==> src/assert_macros.svh <==
// Assertion helpers shared by the compositor modules.
// Each macro expects signals named clk and rst_n in the enclosing module.
`ifndef ASSERT_MACROS_SVH
`define ASSERT_MACROS_SVH

// Consequent must hold in the same cycle as the antecedent.
`define PSC_ASSERT_SAME(label, ante, cons, msg) \
  label: assert property (@(posedge clk) disable iff (!rst_n) (ante) |-> (cons)) \
    else $error(msg);

// Consequent must hold in the cycle after the antecedent.
`define PSC_ASSERT_NEXT(label, ante, cons, msg) \
  label: assert property (@(posedge clk) disable iff (!rst_n) (ante) |=> (cons)) \
    else $error(msg);

`endif

==> src/psc_pkg.sv <==
package psc_pkg;

  localparam int unsigned PERMILLE    = 1000;
  localparam int unsigned STR_MAX     = 2000;
  localparam int unsigned CHAN_MAX    = 255;
  localparam int unsigned NUM_CHAN    = 3;
  localparam int unsigned NUM_STAGES  = 9;
  localparam int unsigned STG_MEM     = 5;
  localparam int unsigned CFG_DATA_W  = 11;
  localparam int unsigned CFG_INDEX_W = 3;

  // Division by 1000 as a multiply by a rounded-up reciprocal. Exact for
  // every numerator below 2^28 / 544, which covers 255 * 1000.
  localparam int unsigned RECIP_SHIFT = 28;
  localparam int unsigned RECIP_MUL   = ((1 << RECIP_SHIFT) + PERMILLE - 1) / PERMILLE;

  localparam logic FUNC_PALETTE = 1'b0;
  localparam logic FUNC_PIXEL   = 1'b1;

  typedef logic [NUM_STAGES-1:0] stage_vec_t;

  typedef enum logic [CFG_INDEX_W-1:0] {
    REG_BRIGHTNESS,
    REG_RED_STR,
    REG_GREEN_STR,
    REG_BLUE_STR,
    REG_OPACITY,
    REG_ADD_MODE,
    REG_PAL_OFFSET
  } reg_idx_t;

  typedef enum logic [2:0] {
    MIX_NONE,
    MIX_ADD_LO,
    MIX_ADD_HI,
    MIX_COPY,
    MIX_BLEND
  } mix_t;

  typedef struct packed {
    logic [9:0]                    bright;
    logic [NUM_CHAN-1:0]           dark;
    logic [NUM_CHAN-1:0][9:0]      str_fac;
    logic [7:0]                    offset;
    mix_t                          mix;
    logic [9:0]                    op_a;
    logic [9:0]                    op_b;
  } cfg_t;

  typedef struct packed {
    logic                          func;
    logic                          transp;
    logic [7:0]                    addr;
    logic [NUM_CHAN-1:0][7:0]      dest;
  } meta_t;

  function automatic logic [7:0] div_permille(input logic [17:0] num);
    logic [36:0] prod;
    prod = 37'(num) * 37'(RECIP_MUL);
    return prod[RECIP_SHIFT +: 8];
  endfunction

endpackage

==> src/psc_cfg.sv <==
`include "assert_macros.svh"

module psc_cfg (
  input  logic                               clk,
  input  logic                               rst_n,
  input  logic                               cfg_write_enable,
  input  logic [psc_pkg::CFG_INDEX_W-1:0]    cfg_index,
  input  logic [psc_pkg::CFG_DATA_W-1:0]     cfg_data,
  output psc_pkg::cfg_t                      cfg
);

  logic [9:0]                             brightness_r, brightness_nxt;
  logic [psc_pkg::NUM_CHAN-1:0][10:0]     str_r, str_nxt;
  logic [10:0]                            opacity_r, opacity_nxt;
  logic                                   add_r, add_nxt;
  logic [7:0]                             offset_r, offset_nxt;

  // Range clamps are applied as a register is written.
  always_comb begin
    brightness_nxt = brightness_r;
    str_nxt        = str_r;
    opacity_nxt    = opacity_r;
    add_nxt        = add_r;
    offset_nxt     = offset_r;
    if (cfg_write_enable) begin
      unique case (psc_pkg::reg_idx_t'(cfg_index))
        psc_pkg::REG_BRIGHTNESS: begin
          brightness_nxt = (cfg_data[9:0] > 10'(psc_pkg::PERMILLE)) ?
                           10'(psc_pkg::PERMILLE) : cfg_data[9:0];
        end
        psc_pkg::REG_RED_STR: begin
          str_nxt[0] = (cfg_data > 11'(psc_pkg::STR_MAX)) ? 11'(psc_pkg::STR_MAX) : cfg_data;
        end
        psc_pkg::REG_GREEN_STR: begin
          str_nxt[1] = (cfg_data > 11'(psc_pkg::STR_MAX)) ? 11'(psc_pkg::STR_MAX) : cfg_data;
        end
        psc_pkg::REG_BLUE_STR: begin
          str_nxt[2] = (cfg_data > 11'(psc_pkg::STR_MAX)) ? 11'(psc_pkg::STR_MAX) : cfg_data;
        end
        psc_pkg::REG_OPACITY: begin
          opacity_nxt = (cfg_data > 11'(psc_pkg::STR_MAX)) ? 11'(psc_pkg::STR_MAX) : cfg_data;
        end
        psc_pkg::REG_ADD_MODE: begin
          add_nxt = cfg_data[0];
        end
        psc_pkg::REG_PAL_OFFSET: begin
          offset_nxt = cfg_data[7:0];
        end
        default: begin
        end
      endcase
    end
  end

  always_ff @(posedge clk) begin
    if (!rst_n) begin
      brightness_r <= 10'(psc_pkg::PERMILLE);
      str_r        <= {psc_pkg::NUM_CHAN{11'(psc_pkg::PERMILLE)}};
      opacity_r    <= 11'(psc_pkg::PERMILLE);
      add_r        <= 1'b0;
      offset_r     <= 8'd0;
    end else begin
      brightness_r <= brightness_nxt;
      str_r        <= str_nxt;
      opacity_r    <= opacity_nxt;
      add_r        <= add_nxt;
      offset_r     <= offset_nxt;
    end
  end

  // Derived factors: strength reduces to a flag and one operand, opacity to a
  // mix mode and up to two operands; the datapath never sees the raw values.
  always_comb begin
    cfg.bright = brightness_r;
    cfg.offset = offset_r;
    for (int c = 0; c < psc_pkg::NUM_CHAN; c++) begin
      cfg.dark[c]    = str_r[c] < 11'(psc_pkg::PERMILLE);
      cfg.str_fac[c] = cfg.dark[c] ? 10'(11'(psc_pkg::PERMILLE) - str_r[c]) :
                                     10'(str_r[c] - 11'(psc_pkg::PERMILLE));
    end
    cfg.op_a = 10'd0;
    cfg.op_b = 10'd0;
    if (add_r) begin
      if (opacity_r <= 11'(psc_pkg::PERMILLE)) begin
        cfg.mix  = psc_pkg::MIX_ADD_LO;
        cfg.op_a = opacity_r[9:0];
      end else begin
        cfg.mix  = psc_pkg::MIX_ADD_HI;
        cfg.op_a = 10'(opacity_r - 11'(psc_pkg::PERMILLE));
      end
    end else if (opacity_r >= 11'(psc_pkg::PERMILLE)) begin
      cfg.mix = psc_pkg::MIX_COPY;
    end else if (opacity_r == 11'd0) begin
      cfg.mix = psc_pkg::MIX_NONE;
    end else begin
      cfg.mix  = psc_pkg::MIX_BLEND;
      cfg.op_a = opacity_r[9:0];
      cfg.op_b = 10'(11'(psc_pkg::PERMILLE) - opacity_r);
    end
  end

  `PSC_ASSERT_NEXT(a_bright_clamp, cfg_write_enable && (cfg_index == psc_pkg::REG_BRIGHTNESS) && (cfg_data[9:0] > 10'(psc_pkg::PERMILLE)), brightness_r == 10'(psc_pkg::PERMILLE), "brightness not clamped")

endmodule

==> config.mk <==
export PLATFORM = sky130hd
export DESIGN_NAME = psc_cfg
export DESIGN_NICKNAME = d
export VERILOG_FILES = /design/src/psc_pkg.sv /design/src/psc_cfg.sv
export VERILOG_INCLUDE_DIRS = /design/src /design/src/src
export SDC_FILE = /design/constraint.sdc
export NUM_CORES = 1
export LEC_CHECK = 0
export ABC_CLOCK_PERIOD_IN_PS = 3000
export BUFFER_PORTS_ARGS = -buffer_cell sky130_fd_sc_hd__clkbuf_2
export CAP_MARGIN = 20
export CORE_MARGIN = 4
export CORE_UTILIZATION = 30
export DETAILED_ROUTE_END_ITERATION = 7
export GPL_TIMING_DRIVEN = 1
export PLACE_DENSITY = 0.59
export SYNTH_ARGS = -nofsm -noshare
export SYNTH_HDL_FRONTEND = slang
export SYNTH_SLANG_ARGS = --single-unit
==> constraint.sdc <==
create_clock -name clk -period 3 [get_ports clk]
set_clock_uncertainty 0.1 [all_clocks]
set_input_delay 0.75 -clock clk [delete_from_list [all_inputs] [get_ports clk]]
set_output_delay 0.75 -clock clk [all_outputs]
set_load 0.05 [all_outputs]
* Word-level counts from Yosys, hierarchy flattened
Cells that the tools add are included.
** Storage, ports and cells
- Register bits after elaboration :: 63
- Input port bits :: 17
- Logic and storage cells :: 49
** Cells by class
- Add/subtract/negate cells :: 8
- $lt $le $gt $ge :: 7
- Equal/unequal tests :: 6
- Muxes and demuxes :: 12
- Reduce and logical (&&, ||, !) cells :: 9
** Operators by type and width (count)
- $mux 10 :: 5
- $mux 20 :: 2
- $sub 10x10->10 const A :: 4
- $sub 10x10->10 const B :: 4
- $lt 11x10->1 const B :: 3
- $reduce_and 2->1 :: 7
- $mux 13 :: 1
- $mux 12 :: 1
- $ge 11x10->1 const B :: 1
- $gt 11x11->1 const B :: 1
- $le 11x10->1 const B :: 1
- $logic_not 11->1 :: 1
- $mux 11 :: 1
- $gt 10x10->1 const B :: 1
- $eq 3x3->1 const B :: 3
- $eq 3x2->1 const B :: 2
- $mux 3 :: 2
- $eq 3x1->1 const B :: 1
- $logic_not 3->1 :: 1

* Logic depth before layout (Yosys ltp)
Gate-level depths: netlist (run 1).
- Depth after elaboration :: 4
- Depth in mapped cells :: 8

* Worst setup path after synthesis (run 1)
OpenSTA, ideal clock, no wires.
- Kind :: reg-to-output
- From :: register str_r[3] (netlist bit)
- To :: output cfg[35] (netlist bit)
- Arrival :: 2.710 ns
- Slack :: -0.560 ns
- Cell stages (with the launch flop) :: 8
- Buffers on the path :: 0
- Cell sequence :: dfxtp_1 inv_1 ha_1 nand2b_1 o21bai_2 inv_1 o21ai_0 a21boi_0
** RTL lines
- start: declaration :: RTL line psc_cfg.sv:13 : logic [psc_pkg::NUM_CHAN-1:0][10:0] str_r, str_nxt;
- start signal: assignment :: RTL line psc_cfg.sv:58 : str_r <= {psc_pkg::NUM_CHAN{11'(psc_pkg::PERMILLE)}};
- start signal: assignment :: RTL line psc_cfg.sv:64 : str_r <= str_nxt;
- end: declaration :: RTL line psc_cfg.sv:9 : output psc_pkg::cfg_t cfg

==> impl_summary.log, run 1 <==
INFO  metric outcome = completed
INFO  metric power.share.switching = 0.342
INFO  metric power.share.clock = 0.357
INFO  metric post-route-min-period = 2.97 ns
INFO  metric cp_data_required_time = 2.15 ns
INFO  metric critical_path.reg2reg.startpoint = opacity_r[10]
INFO  metric placement.setup.worst_slack = 0.0461 ns
INFO  metric timing.critical_path.depth = 8
INFO  metric cts.clk_slew.worst_paths = 0.05 ns
INFO  metric horizontal_die_dimension = 121 microns
INFO  metric synth_warnings = 0
INFO  metric groute.usage.overall = 0.152
INFO  metric starting_utilization_of_the_core_area = 0.312
INFO  metric cp_data_arrival_time = 2.12 ns
INFO  metric finalSetupViolations = 0
INFO  metric power_report.internal_total = 1.74 mW
INFO  metric slew_viol_final = 0
INFO  metric critical_path_buf_inv_count = 2
INFO  metric post_synth_main_area_contributors = sky130_fd_sc_hd__dfxtp_1, sky130_fd_sc_hd__nand2_1, sky130_fd_sc_hd__ha_1, sky130_fd_sc_hd__nand3_1, sky130_fd_sc_hd__o21ai_0
INFO  metric synth_sequential_area_ratio = 0.331
INFO  metric worst_setup_path_start_kind = register
INFO  metric timing.max_cap.violations = 0
INFO  metric tritoncts_clock_tree = done
INFO  metric worst_r2r_path_depth = 2
INFO  metric dpl.hpwl = 8440 microns
INFO  metric crit_path_max_fanout = 6
INFO  metric fillerInstances = 1282
INFO  metric globalplace.congestion = 0.849
INFO  metric die_height = 121 microns
INFO  metric cp_slowest_cell = sky130_fd_sc_hd__or4b_4
INFO  metric io-pin-count = 91
INFO  metric globalRoute.totalOverflow = 0
INFO  metric setup_ws = 0.0334 ns
INFO  metric drtPass1Iterations = 4
INFO  metric route.top_layer_used = met4
INFO  metric hold_viol = 0
INFO  metric syn-num-nets = 538
INFO  metric worstSkewPairLatency = 0.32 ns
INFO  metric rows = 40
INFO  metric routed_wire_length_per_instance = 14.4 microns
INFO  metric setup_total_negative_slack = 0 ns
INFO  metric rsz0062_at_grt = true
INFO  metric synthCells = 505
INFO  metric relSlewSlack = 0.610
INFO  metric final.period_utilization = 0.989
INFO  metric peakVddDrop = 0.309 mV
INFO  metric p_seq_frac = 0.336
INFO  metric highest_cell_delay_on_the_worst_timing_path = 0.50 ns
INFO  metric path_cells = inv_2, ha_4, nor4b_4, and4_4, nor2_4, or4b_4, o21ai_4, buf_12
INFO  metric detailroute.via_count = 3867
INFO  metric p_sw = 0.904 mW
INFO  metric core_area = 0.0122 sq mm
INFO  metric cts_buffers = 9
INFO  metric cts_buffer_depth = 2
INFO  metric dr_wl_met3 = 536 microns
INFO  metric crit_path_end_kind = output port
INFO  metric remaining_drc_errors = 0
INFO  metric timing_worst_slew_pin_value = 0.582 ns
INFO  metric first_global_vias = 3562
INFO  metric final_layout_size_suffix_gt1_frac = 0.319
INFO  metric synthesis.area = 0.00381 sq mm
INFO  metric post_synth_most_frequent_cells = sky130_fd_sc_hd__nand2_1, sky130_fd_sc_hd__dfxtp_1, sky130_fd_sc_hd__nand3_1
INFO  metric cp_top_family = simple AND/OR/NAND/NOR gates
INFO  metric post-synth-top-count-cell = sky130_fd_sc_hd__nand2_1
INFO  metric final_antenna_net_count = 0
INFO  metric multi_input_area = 0.00259 sq mm
INFO  metric fp.dieArea = 0.0146 sq mm
INFO  metric dr_wl_met2 = 5230 microns
INFO  metric detail_route.vias_per_cell = 4.94
INFO  metric total_power = 2.64 mW
INFO  metric clock-root-buffer = sky130_fd_sc_hd__clkbuf_16
INFO  metric clock_tree.htree_level_count = 3
INFO  metric place.port_buffers = 90
INFO  metric number_of_distinct_library_cells_after_synthesis = 48
INFO  metric clkSinkCount = 63
INFO  metric drt_wl_total = 11300 microns
INFO  metric synth_area_per_cell = 7.54 sq um
INFO  metric critPathCapture = cfg[17]
INFO  metric register_to_register_setup_slack = 2.02 ns
INFO  metric antennaDiodeCount = 0
INFO  metric flow.area_growth_from_synthesis = 36.7%
INFO  metric holdBufCountCts = 0
INFO  metric worstHoldPathType = reg2reg
INFO  metric route.layer.met1.wl = 5300 microns
INFO  metric crit_path_start = opacity_r[0]
INFO  metric critical_path.reg2reg.endpoint = opacity_r[10]
INFO  metric synth_top_cell_area_share = 0.331
INFO  metric antenna_found_initial = 0
INFO  metric drt_first_iter_violations = 203
INFO  metric synth.largest_area_cell = sky130_fd_sc_hd__dfxtp_1
INFO  metric worst-setup-path-type = reg2out
INFO  metric yosys_register_bits = 63
INFO  metric grt_pass1_wl = 18000 microns
INFO  metric final_nets = 646
INFO  metric grt_max_degree = 44
INFO  metric area.sequential = 0.00127 sq mm
INFO  metric ys.flop_type = sky130_fd_sc_hd__dfxtp_1
INFO  metric achievable-frequency = 337 MHz
INFO  metric power.share.combinational = 0.307
INFO  metric synth-edff-count = 0
INFO  metric synth_async_sr_flop_share = 0
INFO  metric whs = 0.364 ns
INFO  metric power.static_leakage = 2.33 nW
INFO  metric power_density = 507 mW/mm^2
[final cells by class]
class,count,share of cell area
multi-input combinational,398,0.497
clock buffer,12,0.0512
clock inverter,1,0.000961
timing repair buffer,119,0.150
tap,168,0.0404
sequential,63,0.245
inverter,22,0.0163
[cell families after synthesis]
kind of cell,after synthesis,synth area share
flops,63,0.331
compound gates,117,0.211
simple gates,236,0.287
xor+xnor,26,0.0598
mux,2,0.00526
buf+inv,45,0.0532
fa+ha+maj,16,0.0526
[per-stage QoR]
| stage | std cells | cell area (sq um) | utilization |
|---|---|---|---|
| after detailed placement | 760 | 4640 | 0.380 |
| after global routing | 783 | 5210 | 0.426 |
| after global placement | 760 | 4640 | 0.380 |
| after CTS | 775 | 5080 | 0.416 |
| final | 783 | 5210 | 0.426 |
| after floorplan | 505 | 3940 | - |
[flip-flops by register name, indices dropped and copies added, names as in the netlist]
name          count
brightness_r     10
offset_r          8
opacity_r        11
add_r             1
str_r            33
[metal layers]
metal  track usage  vias to the layer above
met1         0.201                     1803
met5             0                        -
li1              -                     1956
met4        0.0510                        0
met3        0.0346                       18
met2         0.244                       90
[cells in the final DEF (no fill, tap or decap), drive strengths merged, types with 4 or more instances in the layout]
cell and n:
inv 22, a21boi 20, nand3 39, nor2 35, o211ai 9, nor3 7, buf 41, o211a 4
dfxtp 63, ha 16, o31ai 7, clkbuf 90, a22oi 9, and2 5, a21oi 10, nand2 112
nor2b 9, nand2b 10, xor2 12, a21o 4, xnor2 14, o21ai 36, and3 8
[worst min-delay path by stage]
stage | startpoint | end | slack (ns) | depth (start not counted)
finish | brightness_r[6] | brightness_r[6] | 0.36 | 2
global route | offset_r[3] | offset_r[3] | 0.39 | 2
CTS | brightness_r[6] | brightness_r[6] | 0.37 | 2
detailed placement | brightness_r[6] | brightness_r[6] | 0.36 | 2
global placement | brightness_r[8] | brightness_r[8] | 0.35 | 2
floorplan | str_r[1] | str_r[1] | 0.36 | 2
[power groups by stage]
stage	registers [mW]	clock network [mW]	logic (mW)
after global placement	0.904	0	0.720
after global routing	0.891	0.994	0.865
after detailed placement	0.904	0	0.731
final	0.888	0.943	0.811
after CTS	0.888	0.962	0.774
after floorplan	0.921	0	0.535
[worst register-to-register path, cell delays in order, from the launching register on]
cell	delay [ns]
sky130_fd_sc_hd__dfxtp_1	0.56
sky130_fd_sc_hd__nand2_1	0.08
sky130_fd_sc_hd__a21boi_0	0.16
[timing repair]
action | in CTS | in global routing
endpoints found under the setup margin | 32 | 37
cloned | 0 | 1
pin swaps | 3 | 8
gates resized for setup | 43 | 39
buffers inserted | 2 | 7
(Power assumes the default switching activity.)
==> run 2: changes to the inputs <==
Settings changed: CORE_ASPECT_RATIO from default to 1.2.
==> run 2 against run 1 <==
Effect of this change:
- clock-buffer cell count fell by 1
- power rose by 3.2%
- clock power rose by 9%
- via count rose by 1.3%
- sequential share of layout area rose by 0.18 points
- worst setup slack got worse by 0.056 ns
- final cell count fell by 1.4%
- design area barely moved
- sequential power barely moved
- worst hold slack improved by 0.0034 ns
- the flow now finishes with violations (negative setup slack)
- global-route usage fell by 0.32 points
==> impl_summary.log, run 2 (synthesized netlist as in run 1, its figures left out) <==
INFO  metric placement.setup.worst_slack = 0.0819 ns (was 0.0461 ns)
INFO  metric grt_pass1_wl = 18200 microns (was 18000 microns)
INFO  metric place.port_buffers = 90 (unchanged)
INFO  metric antenna_found_initial = 0 (unchanged)
INFO  metric setup_total_negative_slack = -0.0224 ns (was 0 ns)
INFO  metric fp.dieArea = 0.0146 sq mm (about the same)
INFO  metric biggestRegsByFlops = str_r (33), opacity_r (11), brightness_r (10) (unchanged)
INFO  metric slew_viol_final = 0 (unchanged)
INFO  metric post_layout_nonfiller_instances = 772 (was 783)
INFO  metric worstHoldPathType = reg2reg (unchanged)
INFO  metric dpl.hpwl = 8190 microns (was 8440 microns)
INFO  metric worst-setup-path-type = reg2out (unchanged)
INFO  metric drt_wl_total = 11200 microns (was 11300 microns)
INFO  metric outcome = complete, but fails checks (was completed)
INFO  metric horizontal_die_dimension = 111 microns (was 121 microns)
INFO  metric first_global_vias = 3816 (was 3562)
INFO  metric p_sw = 0.926 mW (was 0.904 mW)
INFO  metric relSlewSlack = 0.529 (was 0.610)
INFO  metric cp_data_arrival_time = 2.17 ns (was 2.12 ns)
INFO  metric power.static_leakage = 2.33 nW (about the same)
INFO  metric die_height = 131 microns (was 121 microns)
INFO  metric cp_data_required_time = 2.15 ns (about the same)
INFO  metric globalplace.congestion = 0.881 (was 0.849)
INFO  metric rsz0062_at_grt = true (unchanged)
INFO  metric timing_worst_slew_pin_value = 0.707 ns (was 0.582 ns)
INFO  metric starting_utilization_of_the_core_area = 0.310 (was 0.312)
INFO  metric final_nets = 640 (was 646)
INFO  metric placed_cells = 747 (was 760)
INFO  metric whs = 0.368 ns (was 0.364 ns)
INFO  metric achievable-frequency = 331 MHz (was 337 MHz)
INFO  metric fillerInstances = 1226 (was 1282)
INFO  metric drt_first_iter_violations = 241 (was 203)
INFO  metric final_layout_size_suffix_gt1_frac = 0.326 (was 0.319)
INFO  metric rows = 44 (was 40)
INFO  metric cts_buffers = 9 (unchanged)
INFO  metric power_density = 523 mW/mm^2 (was 507 mW/mm^2)
INFO  metric clkSinkCount = 63 (unchanged)
INFO  metric power.share.combinational = 0.296 (was 0.307)
INFO  metric power.share.clock = 0.378 (was 0.357)
INFO  metric total_power = 2.73 mW (was 2.64 mW)
INFO  metric flow.area_growth_from_synthesis = 36.8% (was 36.7%)
INFO  metric max_flop_register = str_r (unchanged)
INFO  metric globalRoute.totalOverflow = 0 (unchanged)
INFO  metric crit_path_max_fanout = 5 (was 6)
INFO  metric worstSkewPairLatency = 0.32 ns (about the same)
INFO  metric detailroute.via_count = 3916 (was 3867)
INFO  metric routed_wire_length_per_instance = 14.5 microns (was 14.4 microns)
INFO  metric crit_path_end_kind = output port (unchanged)
INFO  metric fin_area = 0.00521 sq mm (about the same)
INFO  metric power.share.switching = 0.340 (was 0.342)
INFO  metric groute.usage.overall = 0.149 (was 0.152)
INFO  metric finalSetupViolations = 1 (was 0)
INFO  metric post-route-min-period = 3.02 ns (was 2.97 ns)
INFO  metric post-route-util = 0.424 (was 0.426)
INFO  metric placed_area = 0.00459 sq mm (was 0.00464 sq mm)
INFO  metric flip_flop_count_of_the_largest_register_after_layout = 33 (unchanged)
INFO  metric grt_max_degree = 39 (was 44)
INFO  metric tritoncts_clock_tree = done (unchanged)
INFO  metric io-pin-count = 91 (unchanged)
INFO  metric hold_viol = 0 (unchanged)
INFO  metric setup_ws = -0.0224 ns (was 0.0334 ns)
INFO  metric final_antenna_net_count = 0 (unchanged)
INFO  metric worst_setup_path_start_kind = register (unchanged)
INFO  metric clock-root-buffer = sky130_fd_sc_hd__clkbuf_16 (unchanged)
INFO  metric remaining_drc_errors = 0 (unchanged)
INFO  metric drtPass1Iterations = 4 (unchanged)
INFO  metric power_report.internal_total = 1.80 mW (was 1.74 mW)
INFO  metric detail_route.vias_per_cell = 5.07 (was 4.94)
INFO  metric final.period_utilization = 1.01 (was 0.989)
INFO  metric timing.max_cap.violations = 0 (unchanged)
INFO  metric cts.clk_slew.worst_paths = 0.05 ns (about the same)
INFO  metric core_area = 0.0123 sq mm (was 0.0122 sq mm)
INFO  metric final_cell_mix = sky130_fd_sc_hd__nand2_1, sky130_fd_sc_hd__clkbuf_2, sky130_fd_sc_hd__dfxtp_1 (unchanged)
INFO  metric cts_buffer_depth = 2 (unchanged)
INFO  metric peakVddDrop = 0.342 mV (was 0.309 mV)
INFO  metric failed_checks = negative setup slack
INFO  metric clock_tree.htree_level_count = 3 (unchanged)
INFO  metric p_seq_frac = 0.326 (was 0.336)
INFO  metric antennaDiodeCount = 0 (unchanged)
INFO  metric holdBufCountCts = 0 (unchanged)
INFO  metric mostFrequentLayoutCell = sky130_fd_sc_hd__nand2_1 (unchanged)
[run 2: layer usage]
metal / global-route usage / share of wire / up-vias
met4: 0.0390 / 0.014 / 0
met2: 0.252 / 0.47 / 107
li1: - / - / 1941
met5: 0 / 0 / -
met3: 0.0423 / 0.058 / 17
met1: 0.185 / 0.45 / 1851
[run 2: what timing repair did]
action                     4_1_cts  5_1_grt
buffers inserted                 6        3
pin swaps                        5        6
setup endpoints to repair       37       38
resized for setup               42       48
cloned                           1        0
[run 2: cell type report]
class                           instances  area (sq um)  share of cell area
Sequential cell                        63          1280               0.246
Multi-Input combinational cell        398          2630               0.504
Timing Repair Buffer                  113           716               0.137
Tap cell                              161           201              0.0387
Clock inverter                          4          45.0             0.00865
Inverter                               22          85.1              0.0163
Clock buffer                           11           253              0.0485
[run 2: worst paths after layout]
check	from	endpoint	slack (ns)	cells past startpoint
worst max-delay path	opacity_r[0]	cfg[17]	-0.02	8
worst max register to register	opacity_r[10]	opacity_r[10]	2.03	2
worst min register to register	offset_r[3]	offset_r[3]	0.37	2
worst min-delay path	offset_r[3]	offset_r[3]	0.37	2
[run 2: power by group through the flow]
stage | combinational (mW) | sequential, mW | clock [mW]
final | 0.808 | 0.888 | 1.03
after global routing | 0.861 | 0.891 | 1.09
after CTS | 0.778 | 0.890 | 1.04
after detailed placement | 0.721 | 0.906 | 0
after global placement | 0.714 | 0.905 | 0
after floorplan | 0.535 | 0.921 | 0
[run 2: critical path: stages (launching register included)]
cell	delay, ns
sky130_fd_sc_hd__dfxtp_4	0.36
sky130_fd_sc_hd__inv_4	0.04
sky130_fd_sc_hd__ha_4	0.16
sky130_fd_sc_hd__nor4b_4	0.14
sky130_fd_sc_hd__and4_4	0.23
sky130_fd_sc_hd__nor2_4	0.17
sky130_fd_sc_hd__or4b_4	0.50
sky130_fd_sc_hd__o21ai_4	0.09
sky130_fd_sc_hd__buf_12	0.15
==> run 3: changes to the inputs <==
Settings changed: ABC_AREA from default to 1, PLACE_DENSITY 0.59 to 0.58.
==> run 3 against run 2 <==
Effect of this change:
- the flow now finishes without violations
- power up 5.1%
- clock-buffer cell count up 3
- largest cell class unchanged
- combinational power up 20%
- flip-flop and latch count unchanged
- critical endpoint is now cfg[53]
- die area up 10%
- sequential share of layout area down 1.0 points
- highest routed layer unchanged
- area after synthesis up 11%
==> impl_summary.log, run 3 <==
INFO  metric flow.area_growth_from_synthesis = 26.5% (was 36.8%)
INFO  metric synth_warnings = 0 (unchanged)
INFO  metric placed_area = 0.00492 sq mm (was 0.00459 sq mm)
INFO  metric place.port_buffers = 90 (unchanged)
INFO  metric worstSkewPairLatency = 0.32 ns (about the same)
INFO  metric worst-setup-path-type = reg2out (unchanged)
INFO  metric slew_viol_final = 0 (unchanged)
INFO  metric dpl.hpwl = 9250 microns (was 8190 microns)
INFO  metric detail_route.vias_per_cell = 4.74 (was 5.07)
INFO  metric clock-root-buffer = sky130_fd_sc_hd__clkbuf_16 (unchanged)
INFO  metric drt_first_iter_violations = 309 (was 241)
INFO  metric synth_sequential_area_ratio = 0.298 (was 0.331)
INFO  metric flip_flop_count_of_the_largest_register_after_layout = 33 (unchanged)
INFO  metric setup_ws = 0.115 ns (was -0.0224 ns)
INFO  metric finalSetupViolations = 0 (was 1)
INFO  metric antennaDiodeCount = 0 (unchanged)
INFO  metric cts_buffers = 9 (unchanged)
INFO  metric max_flop_register = str_r (unchanged)
INFO  metric synthCells = 649 (was 505)
INFO  metric crit_path_end_kind = output port (unchanged)
INFO  metric post-synth-top-count-cell = sky130_fd_sc_hd__nand2_1 (unchanged)
INFO  metric routed_wire_length_per_instance = 13.3 microns (was 14.5 microns)
INFO  metric yosys_register_bits = 63 (unchanged)
INFO  metric post_synth_main_area_contributors = sky130_fd_sc_hd__dfxtp_1, sky130_fd_sc_hd__nand2_1, sky130_fd_sc_hd__o21ai_0, sky130_fd_sc_hd__inv_1, sky130_fd_sc_hd__a21oi_1 (was sky130_fd_sc_hd__dfxtp_1, sky130_fd_sc_hd__nand2_1, sky130_fd_sc_hd__ha_1, sky130_fd_sc_hd__nand3_1, sky130_fd_sc_hd__o21ai_0)
INFO  metric holdBufCountCts = 0 (unchanged)
INFO  metric power_density = 534 mW/mm^2 (was 523 mW/mm^2)
INFO  metric antenna_found_initial = 0 (unchanged)
INFO  metric fin_area = 0.00536 sq mm (was 0.00521 sq mm)
INFO  metric first_global_vias = 4098 (was 3816)
INFO  metric core_area = 0.0138 sq mm (was 0.0123 sq mm)
INFO  metric synth_top_cell_area_share = 0.298 (was 0.331)
INFO  metric final.period_utilization = 0.962 (was 1.01)
INFO  metric die_height = 138 microns (was 131 microns)
INFO  metric cts_buffer_depth = 2 (unchanged)
INFO  metric drt_wl_total = 12200 microns (was 11200 microns)
INFO  metric post_synth_most_frequent_cells = sky130_fd_sc_hd__nand2_1, sky130_fd_sc_hd__inv_1, sky130_fd_sc_hd__dfxtp_1, sky130_fd_sc_hd__o21ai_0, sky130_fd_sc_hd__nor2_1 (was sky130_fd_sc_hd__nand2_1, sky130_fd_sc_hd__dfxtp_1, sky130_fd_sc_hd__nand3_1)
INFO  metric tritoncts_clock_tree = done (unchanged)
INFO  metric ys.flop_type = sky130_fd_sc_hd__dfxtp_1 (unchanged)
INFO  metric syn-num-nets = 682 (was 538)
INFO  metric timing.max_cap.violations = 0 (unchanged)
INFO  metric biggestRegsByFlops = str_r (33), opacity_r (11), brightness_r (10) (unchanged)
INFO  metric achievable-frequency = 347 MHz (was 331 MHz)
INFO  metric globalplace.congestion = 0.890 (was 0.881)
INFO  metric cp_data_arrival_time = 2.03 ns (was 2.17 ns)
INFO  metric peakVddDrop = 0.249 mV (was 0.342 mV)
INFO  metric io-pin-count = 91 (unchanged)
INFO  metric final_antenna_net_count = 0 (unchanged)
INFO  metric clock_tree.htree_level_count = 3 (unchanged)
INFO  metric final_nets = 776 (was 640)
INFO  metric detailroute.via_count = 4356 (was 3916)
INFO  metric final_cell_mix = sky130_fd_sc_hd__nand2_1, sky130_fd_sc_hd__inv_1, sky130_fd_sc_hd__nor2_1, sky130_fd_sc_hd__o21ai_0, sky130_fd_sc_hd__dfxtp_1 (was sky130_fd_sc_hd__nand2_1, sky130_fd_sc_hd__clkbuf_2, sky130_fd_sc_hd__dfxtp_1)
INFO  metric globalRoute.totalOverflow = 0 (unchanged)
INFO  metric drtPass1Iterations = 5 (was 4)
INFO  metric rows = 47 (was 44)
INFO  metric power.static_leakage = 2.71 nW (was 2.33 nW)
INFO  metric area.sequential = 0.00127 sq mm (was 0.00128 sq mm)
INFO  metric worstHoldPathType = reg2reg (unchanged)
INFO  metric clkSinkCount = 63 (unchanged)
INFO  metric number_of_distinct_library_cells_after_synthesis = 34 (was 48)
INFO  metric synth_area_per_cell = 6.53 sq um (was 7.54 sq um)
INFO  metric hold_viol = 0 (unchanged)
INFO  metric crit_path_max_fanout = 6 (was 5)
INFO  metric remaining_drc_errors = 0 (unchanged)
INFO  metric cp_data_required_time = 2.15 ns (about the same)
INFO  metric horizontal_die_dimension = 116 microns (was 111 microns)
INFO  metric outcome = completed (was complete, but fails checks)
INFO  metric relSlewSlack = 0.598 (was 0.529)
INFO  metric grt_pass1_wl = 20000 microns (was 18200 microns)
INFO  metric placement.setup.worst_slack = 0.247 ns (was 0.0819 ns)
INFO  metric fp.dieArea = 0.0161 sq mm (was 0.0146 sq mm)
INFO  metric grt_max_degree = 47 (was 39)
INFO  metric synth-edff-count = 0 (unchanged)
INFO  metric mostFrequentLayoutCell = sky130_fd_sc_hd__nand2_1 (unchanged)
INFO  metric final_layout_size_suffix_gt1_frac = 0.218 (was 0.326)
INFO  metric synthesis.area = 0.00424 sq mm (was 0.00381 sq mm)
INFO  metric worst_setup_path_start_kind = register (unchanged)
INFO  metric starting_utilization_of_the_core_area = 0.307 (was 0.310)
INFO  metric synth.largest_area_cell = sky130_fd_sc_hd__dfxtp_1 (unchanged)
INFO  metric groute.usage.overall = 0.153 (was 0.149)
INFO  metric fillerInstances = 1497 (was 1226)
INFO  metric multi_input_area = 0.00261 sq mm (was 0.00263 sq mm)
INFO  metric rsz0062_at_grt = true (unchanged)
INFO  metric timing_worst_slew_pin_value = 0.603 ns (was 0.707 ns)
INFO  metric synth_async_sr_flop_share = 0 (unchanged)
INFO  metric cts.clk_slew.worst_paths = 0.05 ns (about the same)
INFO  metric post-route-min-period = 2.88 ns (was 3.02 ns)
==> run 3: cell families (layout without fill, tap and decap cells) <==
| group | count (synthesis) | after routing | share of synthesized area |
|---|---|---|---|
| adder cells (fa/ha/maj) | 16 | 16 | 0.0472 |
| XOR/XNOR | 33 | 33 | 0.0682 |
| flip-flops | 63 | 63 | 0.298 |
| AO/OA/AOI/OAI | 137 | 137 | 0.182 |
| AND/OR/NAND/NOR | 303 | 303 | 0.311 |
| buffers and inverters | 97 | 196 | 0.0942 |
==> run 3: through the flow <==
stage                     power (mW)  hold slack [ns]  utilization  std cells  setup TNS (ns)
after floorplan                 1.64            0.379            -        649               0
after global placement          1.85            0.362        0.356        901               0
after detailed placement        1.85            0.366        0.356        901               0
after CTS                       2.85            0.378        0.379        917               0
after global routing            3.01            0.413        0.388        919         -0.0244
final                           2.87            0.375        0.388        919               0
==> run 3: worst paths after layout <==
path	from	endpoint	slack, ns	depth (start not counted)
max	str_r[26]	cfg[53]	0.12	9
max reg2reg	add_r	add_r	2.04	3
min reg2reg	brightness_r[9]	brightness_r[9]	0.37	2
min	brightness_r[9]	brightness_r[9]	0.37	2
==> run 3: layout make-up <==
class | instances | share of cell area
inverters | 73 | 0.0516
multi-input cells | 489 | 0.487
clock buffers | 14 | 0.0530
repair buffers | 107 | 0.130
flip-flops and latches | 63 | 0.236
clock inverters | 2 | 0.00233
well taps | 171 | 0.0399
==> run 3: layer usage <==
| layer | GRT usage | share of wire | up-vias |
|---|---|---|---|
| li1 | - | - | 2297 |
| met1 | 0.195 | 0.45 | 1929 |
| met2 | 0.256 | 0.48 | 113 |
| met3 | 0.0271 | 0.050 | 17 |
| met4 | 0.0525 | 0.022 | 0 |
| met5 | 0 | 0 | - |
==> run 3: timing repair <==
action | CTS | global route
resized for setup | 12 | 65
setup buffers | 0 | 2
pin swaps | 0 | 2
setup endpoints to repair | 14 | 46
==> run 3: worst max-delay path, cell delays in order (launching register included) <==
cell	delay [ns]
sky130_fd_sc_hd__dfxtp_1	0.41
sky130_fd_sc_hd__inv_1	0.12
sky130_fd_sc_hd__ha_1	0.24
sky130_fd_sc_hd__inv_1	0.10
sky130_fd_sc_hd__nand2_2	0.08
sky130_fd_sc_hd__o21ai_4	0.21
sky130_fd_sc_hd__buf_12	0.14
sky130_fd_sc_hd__o21ai_0	0.07
sky130_fd_sc_hd__nand2_1	0.08
sky130_fd_sc_hd__clkbuf_2	0.27
==> run 3: report_power, final <==
group	total, mW	switching [mW]	internal [mW]	leakage [nW]
combinational	0.970	0.703	0.267	2.05
clock	0.999	0.352	0.647	0.145
sequential	0.896	0.0276	0.868	0.513
total	2.87	1.08	1.78	2.71
